==> src/sv/radar_view_coordinates_core_assert.svh <==
// assertion helpers shared by the rtl
`ifndef RADAR_VIEW_COORDINATES_CORE_ASSERT_SVH
`define RADAR_VIEW_COORDINATES_CORE_ASSERT_SVH

// implication checked on every clock edge outside reset
`define RVC_ASSERT_IMP(label, clk, rst_n, ante, cons) \
  label: assert property (@(posedge clk) disable iff (!rst_n) (ante) |-> (cons)) \
    else $error("rvc check failed");

// implication whose consequent is checked in the next cycle
`define RVC_ASSERT_NEXT(label, clk, rst_n, ante, cons) \
  label: assert property (@(posedge clk) disable iff (!rst_n) (ante) |=> (cons)) \
    else $error("rvc check failed");

`endif

==> src/sv/rvc_isqrt.sv <==
// pipelined floor square root, one result bit per stage
module rvc_isqrt #(
  parameter int unsigned IN_W = 48
) (
  input  logic                  clk_i,
  input  logic                  rst_ni,
  input  logic                  valid_i,
  input  logic [IN_W-1:0]       rad_i,
  output logic                  valid_o,
  output logic [(IN_W+1)/2-1:0] root_o
);
  localparam int unsigned OW = (IN_W + 1) / 2;
  localparam int unsigned RW = 2 * OW;

  logic [RW-1:0] rem_q  [OW+1];
  logic [RW-1:0] rad_q  [OW+1];
  logic [OW-1:0] root_q [OW+1];
  logic          vld_q  [OW+1];

  assign rem_q[0]  = '0;
  assign rad_q[0]  = RW'(rad_i);
  assign root_q[0] = '0;
  assign vld_q[0]  = valid_i;

  for (genvar s = 0; s < OW; s++) begin : g_stage
    logic [RW+1:0] trial;
    logic [RW+1:0] cur;
    assign cur   = {rem_q[s], rad_q[s][RW-1 -: 2]};
    assign trial = {(RW + 2 - OW)'(0), root_q[s]} << 2 | (RW + 2)'(1);
    always_ff @(posedge clk_i or negedge rst_ni) begin
      if (!rst_ni) begin
        vld_q[s+1] <= 1'b0;
      end else begin
        vld_q[s+1] <= vld_q[s];
      end
    end
    always_ff @(posedge clk_i) begin
      rad_q[s+1] <= rad_q[s] << 2;
      if (cur >= trial) begin
        rem_q[s+1]  <= RW'(cur - trial);
        root_q[s+1] <= {root_q[s][OW-2:0], 1'b1};
      end else begin
        rem_q[s+1]  <= RW'(cur);
        root_q[s+1] <= {root_q[s][OW-2:0], 1'b0};
      end
    end
  end

  assign valid_o = vld_q[OW];
  assign root_o  = root_q[OW];
endmodule

==> config.mk <==
export PLATFORM = sky130hd
export DESIGN_NAME = rvc_isqrt
export DESIGN_NICKNAME = d
export VERILOG_FILES = /design/src/sv/radar_view_coordinates_core_assert.svh /design/src/sv/rvc_isqrt.sv
export SDC_FILE = /design/constraint.sdc
export NUM_CORES = 2
export LEC_CHECK = 0
export BUFFER_PORTS_ARGS = -buffer_cell sky130_fd_sc_hd__buf_2
export CAP_MARGIN = 15
export CORE_ASPECT_RATIO = 0.7
export CORE_MARGIN = 3
export CORE_UTILIZATION = 40
export CTS_CLUSTER_SIZE = 10
export DETAILED_ROUTE_END_ITERATION = 8
export SLEW_MARGIN = 20
export SYNTH_ARGS = -nofsm -noshare
export SYNTH_HDL_FRONTEND = slang
export SYNTH_SLANG_ARGS = --single-unit
==> constraint.sdc <==
create_clock -name clk_i -period 4.6 [get_ports clk_i]
set_clock_uncertainty 0.15 [all_clocks]
set_input_delay 0.92 -clock clk_i [delete_from_list [all_inputs] [get_ports clk_i]]
set_output_delay 0.92 -clock clk_i [all_outputs]
set_load 0.03 [all_outputs]
==> out/qor.yml <==
peakVddDrop_uv: 378
fin_ws_ns: 0.662
powerDensity_mw_per_mm2: 530
gp_congestion: 0.898
clk_transition_reported_paths_ns: 0.06
drt_iter0_markers: 3484
crit_fanout: 6
finalMaxSlewViolations: 0
start_kind: "flop"
hp-class: "input port to flop"
globalRouteTotalUtil_pct: 17.1
crit_type: "flop to flop"
synth_edf_count: 0
clkLatencyLatePin_ns: 0.82
multi_input_area_mm2: 0.0303
coreArea_mm2: 0.175
drcViolationCount: 0
clock-sinks: 1902
yosys.area.top_type: "dfxtp_1"
postSynthAreaPerCell_um2: 10.1
seqCellArea_mm2: 0.0382
yosysWarnings: 0
synthTopCellsByCount: "dfxtp_1, xor2_1, nand2_1"
hpwl_mm: 116
grt_max_degree: 46
cp-end-kind: "flop"
async_reset_ff_share_pct: 1.26
fin_crit_sh_pct: 85.6
synth_cells: 6996
crit_path_top_delay_cell: "or4bb_1"
layout.nets: 7613
post-cts-setup-buffers: 0
arrival_ns: 4.52
antenna_left: 0
numPortBuffers: 75
post-place-ws_ns: 0.758
wl_mm: 158
power.leakage_nw: 34.9
fin_tns_setup_ns: 0
min_period_ns: 3.94
worstPathCellList: "inv_1 -> ha_1 -> or4bb_1 -> or4_1 -> or4_1 -> o211ai_1 -> a31oi_2 -> nor2_1 -> o211ai_1 -> nor4b_1 -> xor2_1"
grt_pass1_vias: 45802
num_vias: 47955
drive_above_1_share_pct: 6.69
max_cap_violations: 0
die_h_um: 357
n_fill_cell: 16083
post-synth-top-count-cell: "dfxtp_1"
area_growth_pct: 13.4
vias_per_cell: 4.98
antenna_found_initial: 2
synth_top_area_share_pct: 53.3
ios: 76
h-tree-depth: 4
initial_utilization_pct: 40.4
yosys_most_used_dff: "dfxtp_1"
yosysUniqueCellTypes: 90
yosys-top-cells-area: "dfxtp_1, xor2_1, ha_1"
dr.pass1.iters: 6
ys_seq_area_share_pct: 54.1
cts_tree: "built"
grt_pass1_wl_mm: 252
grt_setup_unrepaired: "false"
status: "finished clean"
row_count: 128
synthesis.nets: 7373
cts_made_buffers: 211
cts_max_path_buffers: 3
die_area_mm2: 0.182
relSlewSlack_pct: 19.9
setup_viol: 0
synth_area_mm2: 0.0706
cp_data_required_time_ns: 5.18
wl_per_cell_um: 16.4
max_stage_delay_ns: 0.55
synth-seq-cells: 1902
finalHoldViolations: 0
root_buffer: "clkbuf_16"
die_width_um: 508
overflow: 0
clock.fmax_mhz: 254
worstMarginPinSlew_ns: 1.19
-- power breakdown --
group,total [W],switching [W],internal (W)
registers,0.0221,0.00273,0.0194
clock network,0.0146,0.00623,0.00838
logic,0.00571,0.00305,0.00266
total,0.0425,0.0120,0.0304
-- worst max-delay path: cells and delay by family, from the launching register on --
| kind | cells | cell delay (ns) |
|---|---|---|
| AOI/OAI and AO/OA | 3 | 0.55 |
| DFF | 1 | 0.33 |
| and+or+nand+nor | 5 | 2.25 |
| buffers and inverters | 1 | 0.05 |
| xor gates and xnor gates | 1 | 0.18 |
| adders and majority gates | 1 | 0.34 |
-- repair_timing --
item | in CTS | in global routing
resized for setup | 0 | 0
endpoints found under the hold margin | 59 | 0
hold buffers | 36 | 0
-- cells by family (layout without fill, tap and decap cells) --
group                    count (synthesis)  in the layout  share of synthesized area, %
adder cells (fa/ha/maj)                326            326                          5.78
buffers and inverters                  571            853                          3.07
multiplexers                            40             40                         0.626
XOR/XNOR                               881            881                          10.9
AO/OA/AOI/OAI                         1024           1024                          9.03
AND/OR/NAND/NOR                       2251           2251                          16.5
other                                    1              3                       0.00531
flip-flops                            1902           1902                          54.1
-- layout by cell type (no fill, tap or decap), types with 24 or more instances in the layout --
cell / instances
dlygate4sd3_1: 36
buf_2: 75
or4_1: 108
o21ai_0: 299
a21oi_1: 287
clkbuf_16: 213
nand2b_1: 96
xnor2_1: 402
nor4_1: 170
nand4_1: 89
and3_1: 34
a21o_1: 117
nor2_1: 453
or3_1: 126
dfxtp_1: 1878
ha_1: 326
xor2_1: 479
nand3_1: 166
o21a_1: 72
nand3b_1: 40
o21bai_1: 24
dfrtp_1: 24
nor3_1: 273
mux2_2: 32
inv_1: 432
or2_2: 54
nor2b_1: 61
nand2_1: 475
a211oi_1: 24
buf_4: 52
o31ai_1: 31
-- routing by layer --
metal | part of all wire [%] | GRT usage [%] | vias to the layer above
met2 | 37 | 22.5 | 1363
met4 | 2.3 | 4.60 | 0
met1 | 55 | 27.5 | 21890
li1 | - | - | 24438
met3 | 6.0 | 3.34 | 264
met5 | 0 | 0 | -
-- final timing paths --
path                                 startpoint                   to  slack [ns]  depth (start not counted)
hold / removal                        rad_i[14]          rad_q[1120]        0.08                          1
setup / recovery           g_stage[21].trial[4]  g_stage[22].cur[30]        0.66                         11
hold reg to reg                      rad_q[616]           rad_q[570]        0.14                          0
max in group asynchronous                rst_ni             vld_q[4]        3.41                          2
setup reg to reg           g_stage[21].trial[4]  g_stage[22].cur[30]        0.66                         11
min in group asynchronous                rst_ni            vld_q[23]        0.49                          2
-- layout make-up --
| cell class | count | area share, % |
|---|---|---|
| Sequential cell | 1902 | 47.7 |
| Clock buffer | 239 | 6.86 |
| Antenna cell | 2 | 0.00625 |
| Inverter | 434 | 2.04 |
| Multi-Input combinational cell | 4523 | 37.9 |
| Clock inverter | 16 | 0.424 |
| Tap cell | 2340 | 3.66 |
| Timing Repair Buffer | 164 | 1.43 |
-- per-stage QoR --
step           instance area, µm²  util, %  cells  power, W  hold WS, ns
6_report                    80000     45.8   9620    0.0425       0.0842
5_1_grt                     80000     45.8   9619    0.0446       0.0106
4_1_cts                     80000     45.8   9618    0.0429     0.000228
3_5_place_dp                73800     42.3   9327    0.0279        0.162
3_3_place_gp                73800     42.3   9327    0.0279        0.160
2_1_floorplan               70600        -   6996    0.0257        0.160
-- state kept, by name, indices dropped and copies added (netlist names) --
name	count
valid_o	1
g_stage.trial	276
vld_q	23
root_o	24
g_stage.cur	1072
rad_q	506
(Power assumes the default switching activity.)
