**config.mk**
```make
export PLATFORM = sky130hd
export DESIGN_NAME = rvc_cordic
export DESIGN_NICKNAME = d
export VERILOG_FILES = /design/src/sv/radar_view_coordinates_core_assert.svh /design/src/sv/rvc_pkg.sv /design/src/sv/rvc_cordic.sv
export SDC_FILE = /design/constraint.sdc
export NUM_CORES = 2
export LEC_CHECK = 0
export BUFFER_PORTS_ARGS = -buffer_cell sky130_fd_sc_hd__buf_2
export CORE_ASPECT_RATIO = 2
export CORE_MARGIN = 4
export CORE_UTILIZATION = 55
export DETAILED_ROUTE_END_ITERATION = 10
export PLACE_DENSITY = 0.7
export SYNTH_ARGS = -nofsm -noshare
export SYNTH_HDL_FRONTEND = slang
export SYNTH_SLANG_ARGS = --single-unit
```
**constraint.sdc**
```tcl
create_clock -name clk_i -period 12.2 [get_ports clk_i]
set_input_delay 2.44 -clock clk_i [delete_from_list [all_inputs] [get_ports clk_i]]
set_output_delay 2.44 -clock clk_i [all_outputs]
set_load 0.03 [all_outputs]
```
**src/sv/radar_view_coordinates_core_assert.svh**
```systemverilog
// assertion helpers shared by the rtl
`ifndef RADAR_VIEW_COORDINATES_CORE_ASSERT_SVH
`define RADAR_VIEW_COORDINATES_CORE_ASSERT_SVH

// implication checked on every clock edge outside reset
`define RVC_ASSERT_IMP(label, clk, rst_n, ante, cons) \
  label: assert property (@(posedge clk) disable iff (!rst_n) (ante) |-> (cons)) \
    else $error("rvc check failed");

// implication whose consequent is checked in the next cycle
`define RVC_ASSERT_NEXT(label, clk, rst_n, ante, cons) \
  label: assert property (@(posedge clk) disable iff (!rst_n) (ante) |=> (cons)) \
    else $error("rvc check failed");

`endif

```
**src/sv/rvc_pkg.sv**
```systemverilog
package rvc_pkg;

  localparam int unsigned CF = 20;
  localparam int unsigned CORDIC_ROUNDS = 20;

  typedef struct packed {
    logic signed [31:0] own_x;
    logic signed [31:0] own_y;
    logic signed [31:0] own_z;
    logic signed [15:0] fwd_x;
    logic signed [15:0] fwd_y;
    logic signed [15:0] fwd_z;
    logic signed [15:0] up_x;
    logic signed [15:0] up_y;
    logic signed [15:0] up_z;
    logic signed [31:0] target_x;
    logic signed [31:0] target_y;
    logic signed [31:0] target_z;
  } rvc_in_t;

  typedef struct packed {
    logic signed [15:0] screen_x;
    logic signed [15:0] screen_y;
    logic               degenerate;
  } rvc_out_t;

  // atan(2^-i)/pi in q20
  function automatic logic [18:0] atan_pi(input logic [4:0] i);
    logic [18:0] v;
    begin
      unique case (i)
        5'd0: v = 19'd262144;
        5'd1: v = 19'd154753;
        5'd2: v = 19'd81767;
        5'd3: v = 19'd41506;
        5'd4: v = 19'd20834;
        5'd5: v = 19'd10427;
        5'd6: v = 19'd5215;
        5'd7: v = 19'd2608;
        5'd8: v = 19'd1304;
        5'd9: v = 19'd652;
        5'd10: v = 19'd326;
        5'd11: v = 19'd163;
        5'd12: v = 19'd81;
        5'd13: v = 19'd41;
        5'd14: v = 19'd20;
        5'd15: v = 19'd10;
        5'd16: v = 19'd5;
        5'd17: v = 19'd3;
        5'd18: v = 19'd1;
        5'd19: v = 19'd1;
        default: v = 19'd0;
      endcase
      return v;
    end
  endfunction

endpackage

```
**src/sv/rvc_cordic.sv**
```systemverilog
// pipelined acos/pi, one vectoring round per stage
module rvc_cordic (
  input  logic        clk_i,
  input  logic        rst_ni,
  input  logic        valid_i,
  input  logic [20:0] x_i,
  input  logic [20:0] y_i,
  input  logic        neg_i,
  output logic        valid_o,
  output logic [20:0] r_o
);
  import rvc_pkg::*;

  logic signed [24:0] x_q [CORDIC_ROUNDS+1];
  logic signed [24:0] y_q [CORDIC_ROUNDS+1];
  logic signed [21:0] z_q [CORDIC_ROUNDS+1];
  logic               n_q [CORDIC_ROUNDS+1];
  logic               v_q [CORDIC_ROUNDS+1];

  assign x_q[0] = 25'($signed({1'b0, x_i}));
  assign y_q[0] = 25'($signed({1'b0, y_i}));
  assign z_q[0] = '0;
  assign n_q[0] = neg_i;
  assign v_q[0] = valid_i;

  for (genvar i = 0; i < CORDIC_ROUNDS; i++) begin : g_round
    logic signed [24:0] xs, ys;
    logic signed [21:0] a;
    assign xs = x_q[i] >>> i;
    assign ys = y_q[i] >>> i;
    assign a  = 22'($signed({3'd0, atan_pi(5'(i))}));
    always_ff @(posedge clk_i or negedge rst_ni) begin
      if (!rst_ni) begin
        v_q[i+1] <= 1'b0;
      end else begin
        v_q[i+1] <= v_q[i];
      end
    end
    always_ff @(posedge clk_i) begin
      n_q[i+1] <= n_q[i];
      if (y_q[i] > 0) begin
        x_q[i+1] <= x_q[i] + ys;
        y_q[i+1] <= y_q[i] - xs;
        z_q[i+1] <= z_q[i] + a;
      end else begin
        x_q[i+1] <= x_q[i] - ys;
        y_q[i+1] <= y_q[i] + xs;
        z_q[i+1] <= z_q[i] - a;
      end
    end
  end

  logic [19:0] zc;
  always_comb begin
    priority if (z_q[CORDIC_ROUNDS] < 0) begin
      zc = '0;
    end else if (z_q[CORDIC_ROUNDS] > 22'sd524288) begin
      zc = 20'd524288;
    end else begin
      zc = 20'(z_q[CORDIC_ROUNDS]);
    end
  end

  assign valid_o = v_q[CORDIC_ROUNDS];
  assign r_o = n_q[CORDIC_ROUNDS] ? 21'(21'h100000 - {1'b0, zc}) : {1'b0, zc};
endmodule

```
==> qor.csv <==
stage,metric,value,unit
placement,dp.final_hpwl,227000,um
clocking,cts_resized,0,
sta,worstMarginPinSlew,1.19,ns
global_routing,grt_usage,30.6,%
layout,fin_cells,13500,
global_routing,grt_pass1_wl,432000,um
sta,finalSetupTns,0,ns
clocking,clock-root-buffer,clkbuf_16,
sta,fmax,0.149,GHz
global_routing,grt_max_degree,44,
clocking,insertion_delay,0.81,ns
clocking,cts_tree,done,
synth,ys_async_sr_fraction,1.51,%
critical_path,crit_path_top_delay_cell,o21ai_0,
critical_path,critPathMaxFanout,31,
clocking,cts_hold_buf,0,
routing,post-route-drc-count,0,
synth,syn_area_per_cell,8.53,sq um
synth,synth_edf_count,0,
sta,period_share,54.9,%
synth,synth_common_cells,"dfxtp_1 (1305), ha_1 (1287), xnor2_1 (1057), nor2_1 (940), a21oi_1 (877)",
synth,synth-seq-area-share,28.3,%
layout,fillers,15100,
sta,finalSetupViolCount,0,
critical_path,required,12.90,ns
layout,nets,12500,
floorplan,ios,68,
global_routing,antenna_found_initial,15,
sta,relSlewSlack,20.4,%
floorplan,num_rows,214,
synth,synth_area_leaders,"dfxtp_1 (28%), ha_1 (17%), xnor2_1 (9.9%)",
clocking,cts_num_sinks,1325,
synth,ys_ff_latch,1325,
routing,drtIter0Drc,3986,
floorplan,core,170000,sq um
synth,syn_nets,12400,
placement,gp_congestion,1.10,
floorplan,dieHeight,593,um
sta,finalMaxSlewViolations,0,
sta,period_minus_slack,6.70,ns
synth,synth_warnings,0,
routing,post_drt_wl_per_cell,20.7,um
clocking,cts_setup_buffers,0,
floorplan,start_util,55.3,%
layout,final_area,102000,sq um
clocking,cts_buffer_depth,4,
outcome,status,"complete, no violations",
routing,vias_per_cell,5.94,
floorplan,design.die.area,178000,sq um
critical_path,critPathLaunchType,flop,
floorplan,die_w,300,um
sta,holdWs,0.319,ns
critical_path,cp-end-kind,flop,
critical_path,path_class,flop to flop,
routing,drt-total-wl,279000,um
sta,rsz0062_at_grt,false,
synth,synth.distinct_cells,92,
critical_path,max_stage_delay,0.63,ns
placement,post_dp_cell_area,97000,sq um
critical_path,crit_arrival,7.40,ns
synth,synthFlopType,dfxtp_1,
critical_path,critPathBufInv,3,
critical_path,cp_top_family,simple AND/OR/NAND/NOR gates,
sta,hold_viol_final,0,
synth,yosys.area.top_type,dfxtp_1,
sta,fin_skew,0.0372,ns
worst_hold_path,min_path_type,flop to flop,
synth,synth_top_area_share,27.8,%
run,drv_cap,0,
clocking,cts_buffers,139,
synth,synth_most_common_cell,dfxtp_1,
critical_path,crit_path_frequent_cell,o21ai_0,
routing,dr.pass1.iters,9,
routing,dr_total_vias,80100,
placement,port_buffers,67,
routing,ant_nets,0,
synth,syn_area,94000,sq um
synth,syn_inst,11000,
layout,final_layout_size_suffix_gt1_share,4.24,%
global_routing,overflow,0,
clocking,clkTransAtPathRegs,0.06,ns
layout,area_growth,8.03,%
placement,dp_cells,13200,
clocking,htree_levels,4,
global_routing,grt_pass1_vias,81300,
-- cell families (layout without fill, tap and decap cells) --
family / after synthesis / in the layout / share of synthesized area, %
other: 0 / 3 / 0
AOI/OAI and AO/OA: 2941 / 2941 / 20.0
buffers and inverters: 726 / 928 / 2.94
muxes: 11 / 11 / 0.120
DFF: 1325 / 1325 / 28.3
adders and majority gates: 1341 / 1341 / 18.3
and+or+nand+nor: 3156 / 3156 / 16.3
xor gates and xnor gates: 1512 / 1512 / 14.1
-- per-layer routing --
| layer | GRT usage, % | wire [um] |
|---|---|---|
| met1 | 26.4 | 90600 |
| met2 | 58.9 | 146000 |
| met3 | 4.63 | 10400 |
| met4 | 29.2 | 32100 |
| met5 | 0 | 129 |
-- area by class of cell --
cell class / count / area, sq um / area share (%)
Antenna cell: 3 / 7.51 / 0.00740
Clock buffer: 185 / 3940 / 3.88
Clock inverter: 48 / 573 / 0.565
Inverter: 578 / 2170 / 2.14
Multi-Input combinational cell: 8961 / 64600 / 63.7
Sequential cell: 1325 / 26600 / 26.2
Tap cell: 2268 / 2840 / 2.80
Timing Repair Buffer: 117 / 717 / 0.706
-- stage by stage --
stage | worst slack [ns] | utilization, %
2_1_floorplan | 6.75 | -
3_3_place_gp | 5.65 | 57.0
3_5_place_dp | 5.68 | 57.0
4_1_cts | 5.63 | 59.7
5_1_grt | 5.03 | 59.7
6_report | 5.50 | 59.7
-- worst paths after layout --
check / from / to / slack [ns] / cells past startpoint
max in group asynchronous: rst_ni / v_q[1] / 10.25 / 1
min in group asynchronous: rst_ni / v_q[18] / 1.59 / 1
max: g_round[9].ys[2] / g_round[10].xs[14] / 5.50 / 25
min: n_q[13] / n_q[12] / 0.32 / 0
max reg2reg: g_round[9].ys[2] / g_round[10].xs[14] / 5.50 / 25
min reg2reg: n_q[13] / n_q[12] / 0.32 / 0
-- flip-flops by register name, indices dropped and copies added, names as in the netlist --
register	cells
n_q	20
x_q	153
g_round.xs	277
v_q	19
g_round.ys	283
z_q	383
y_q	189
valid_o	1
-- cells in the final DEF (no fill, tap or decap), types with 21 or more instances in the layout --
| cell | synthesis | layout |
|---|---|---|
| dfxtp_1 | 1305 | 1305 |
| ha_1 | 1287 | 1287 |
| xnor2_1 | 1057 | 1057 |
| nor2_1 | 940 | 934 |
| a21oi_1 | 877 | 875 |
| nand2_1 | 690 | 690 |
| o21ai_0 | 666 | 665 |
| inv_1 | 570 | 570 |
| xor2_1 | 455 | 455 |
| a21o_1 | 326 | 326 |
| nor3_1 | 309 | 309 |
| nand3_1 | 231 | 231 |
| nor2b_1 | 177 | 175 |
| o21a_1 | 171 | 171 |
| nand2b_1 | 170 | 170 |
| o31ai_1 | 153 | 153 |
| clkbuf_16 | 0 | 145 |
| or3_1 | 128 | 128 |
| nor4_1 | 111 | 109 |
| o21bai_1 | 107 | 106 |
| and3_1 | 102 | 102 |
| a31oi_1 | 87 | 85 |
| a211oi_1 | 80 | 80 |
| buf_2 | 6 | 67 |
| o41ai_1 | 64 | 64 |
| and2_1 | 60 | 60 |
| or2_2 | 56 | 56 |
| fa_1 | 53 | 53 |
| or4_1 | 52 | 52 |
| buf_4 | 1 | 49 |
| o211ai_1 | 47 | 47 |
| nand4_1 | 42 | 42 |
| a21boi_0 | 42 | 42 |
| o2111ai_1 | 31 | 31 |
| a31o_2 | 29 | 29 |
| o31a_1 | 28 | 28 |
| nand3b_1 | 24 | 24 |
| clkbuf_1 | 129 | 24 |
| a211o_1 | 21 | 21 |
Power is not shown: default switching activity piles up to over one toggle a cycle in this logic, so the estimate is an artifact.
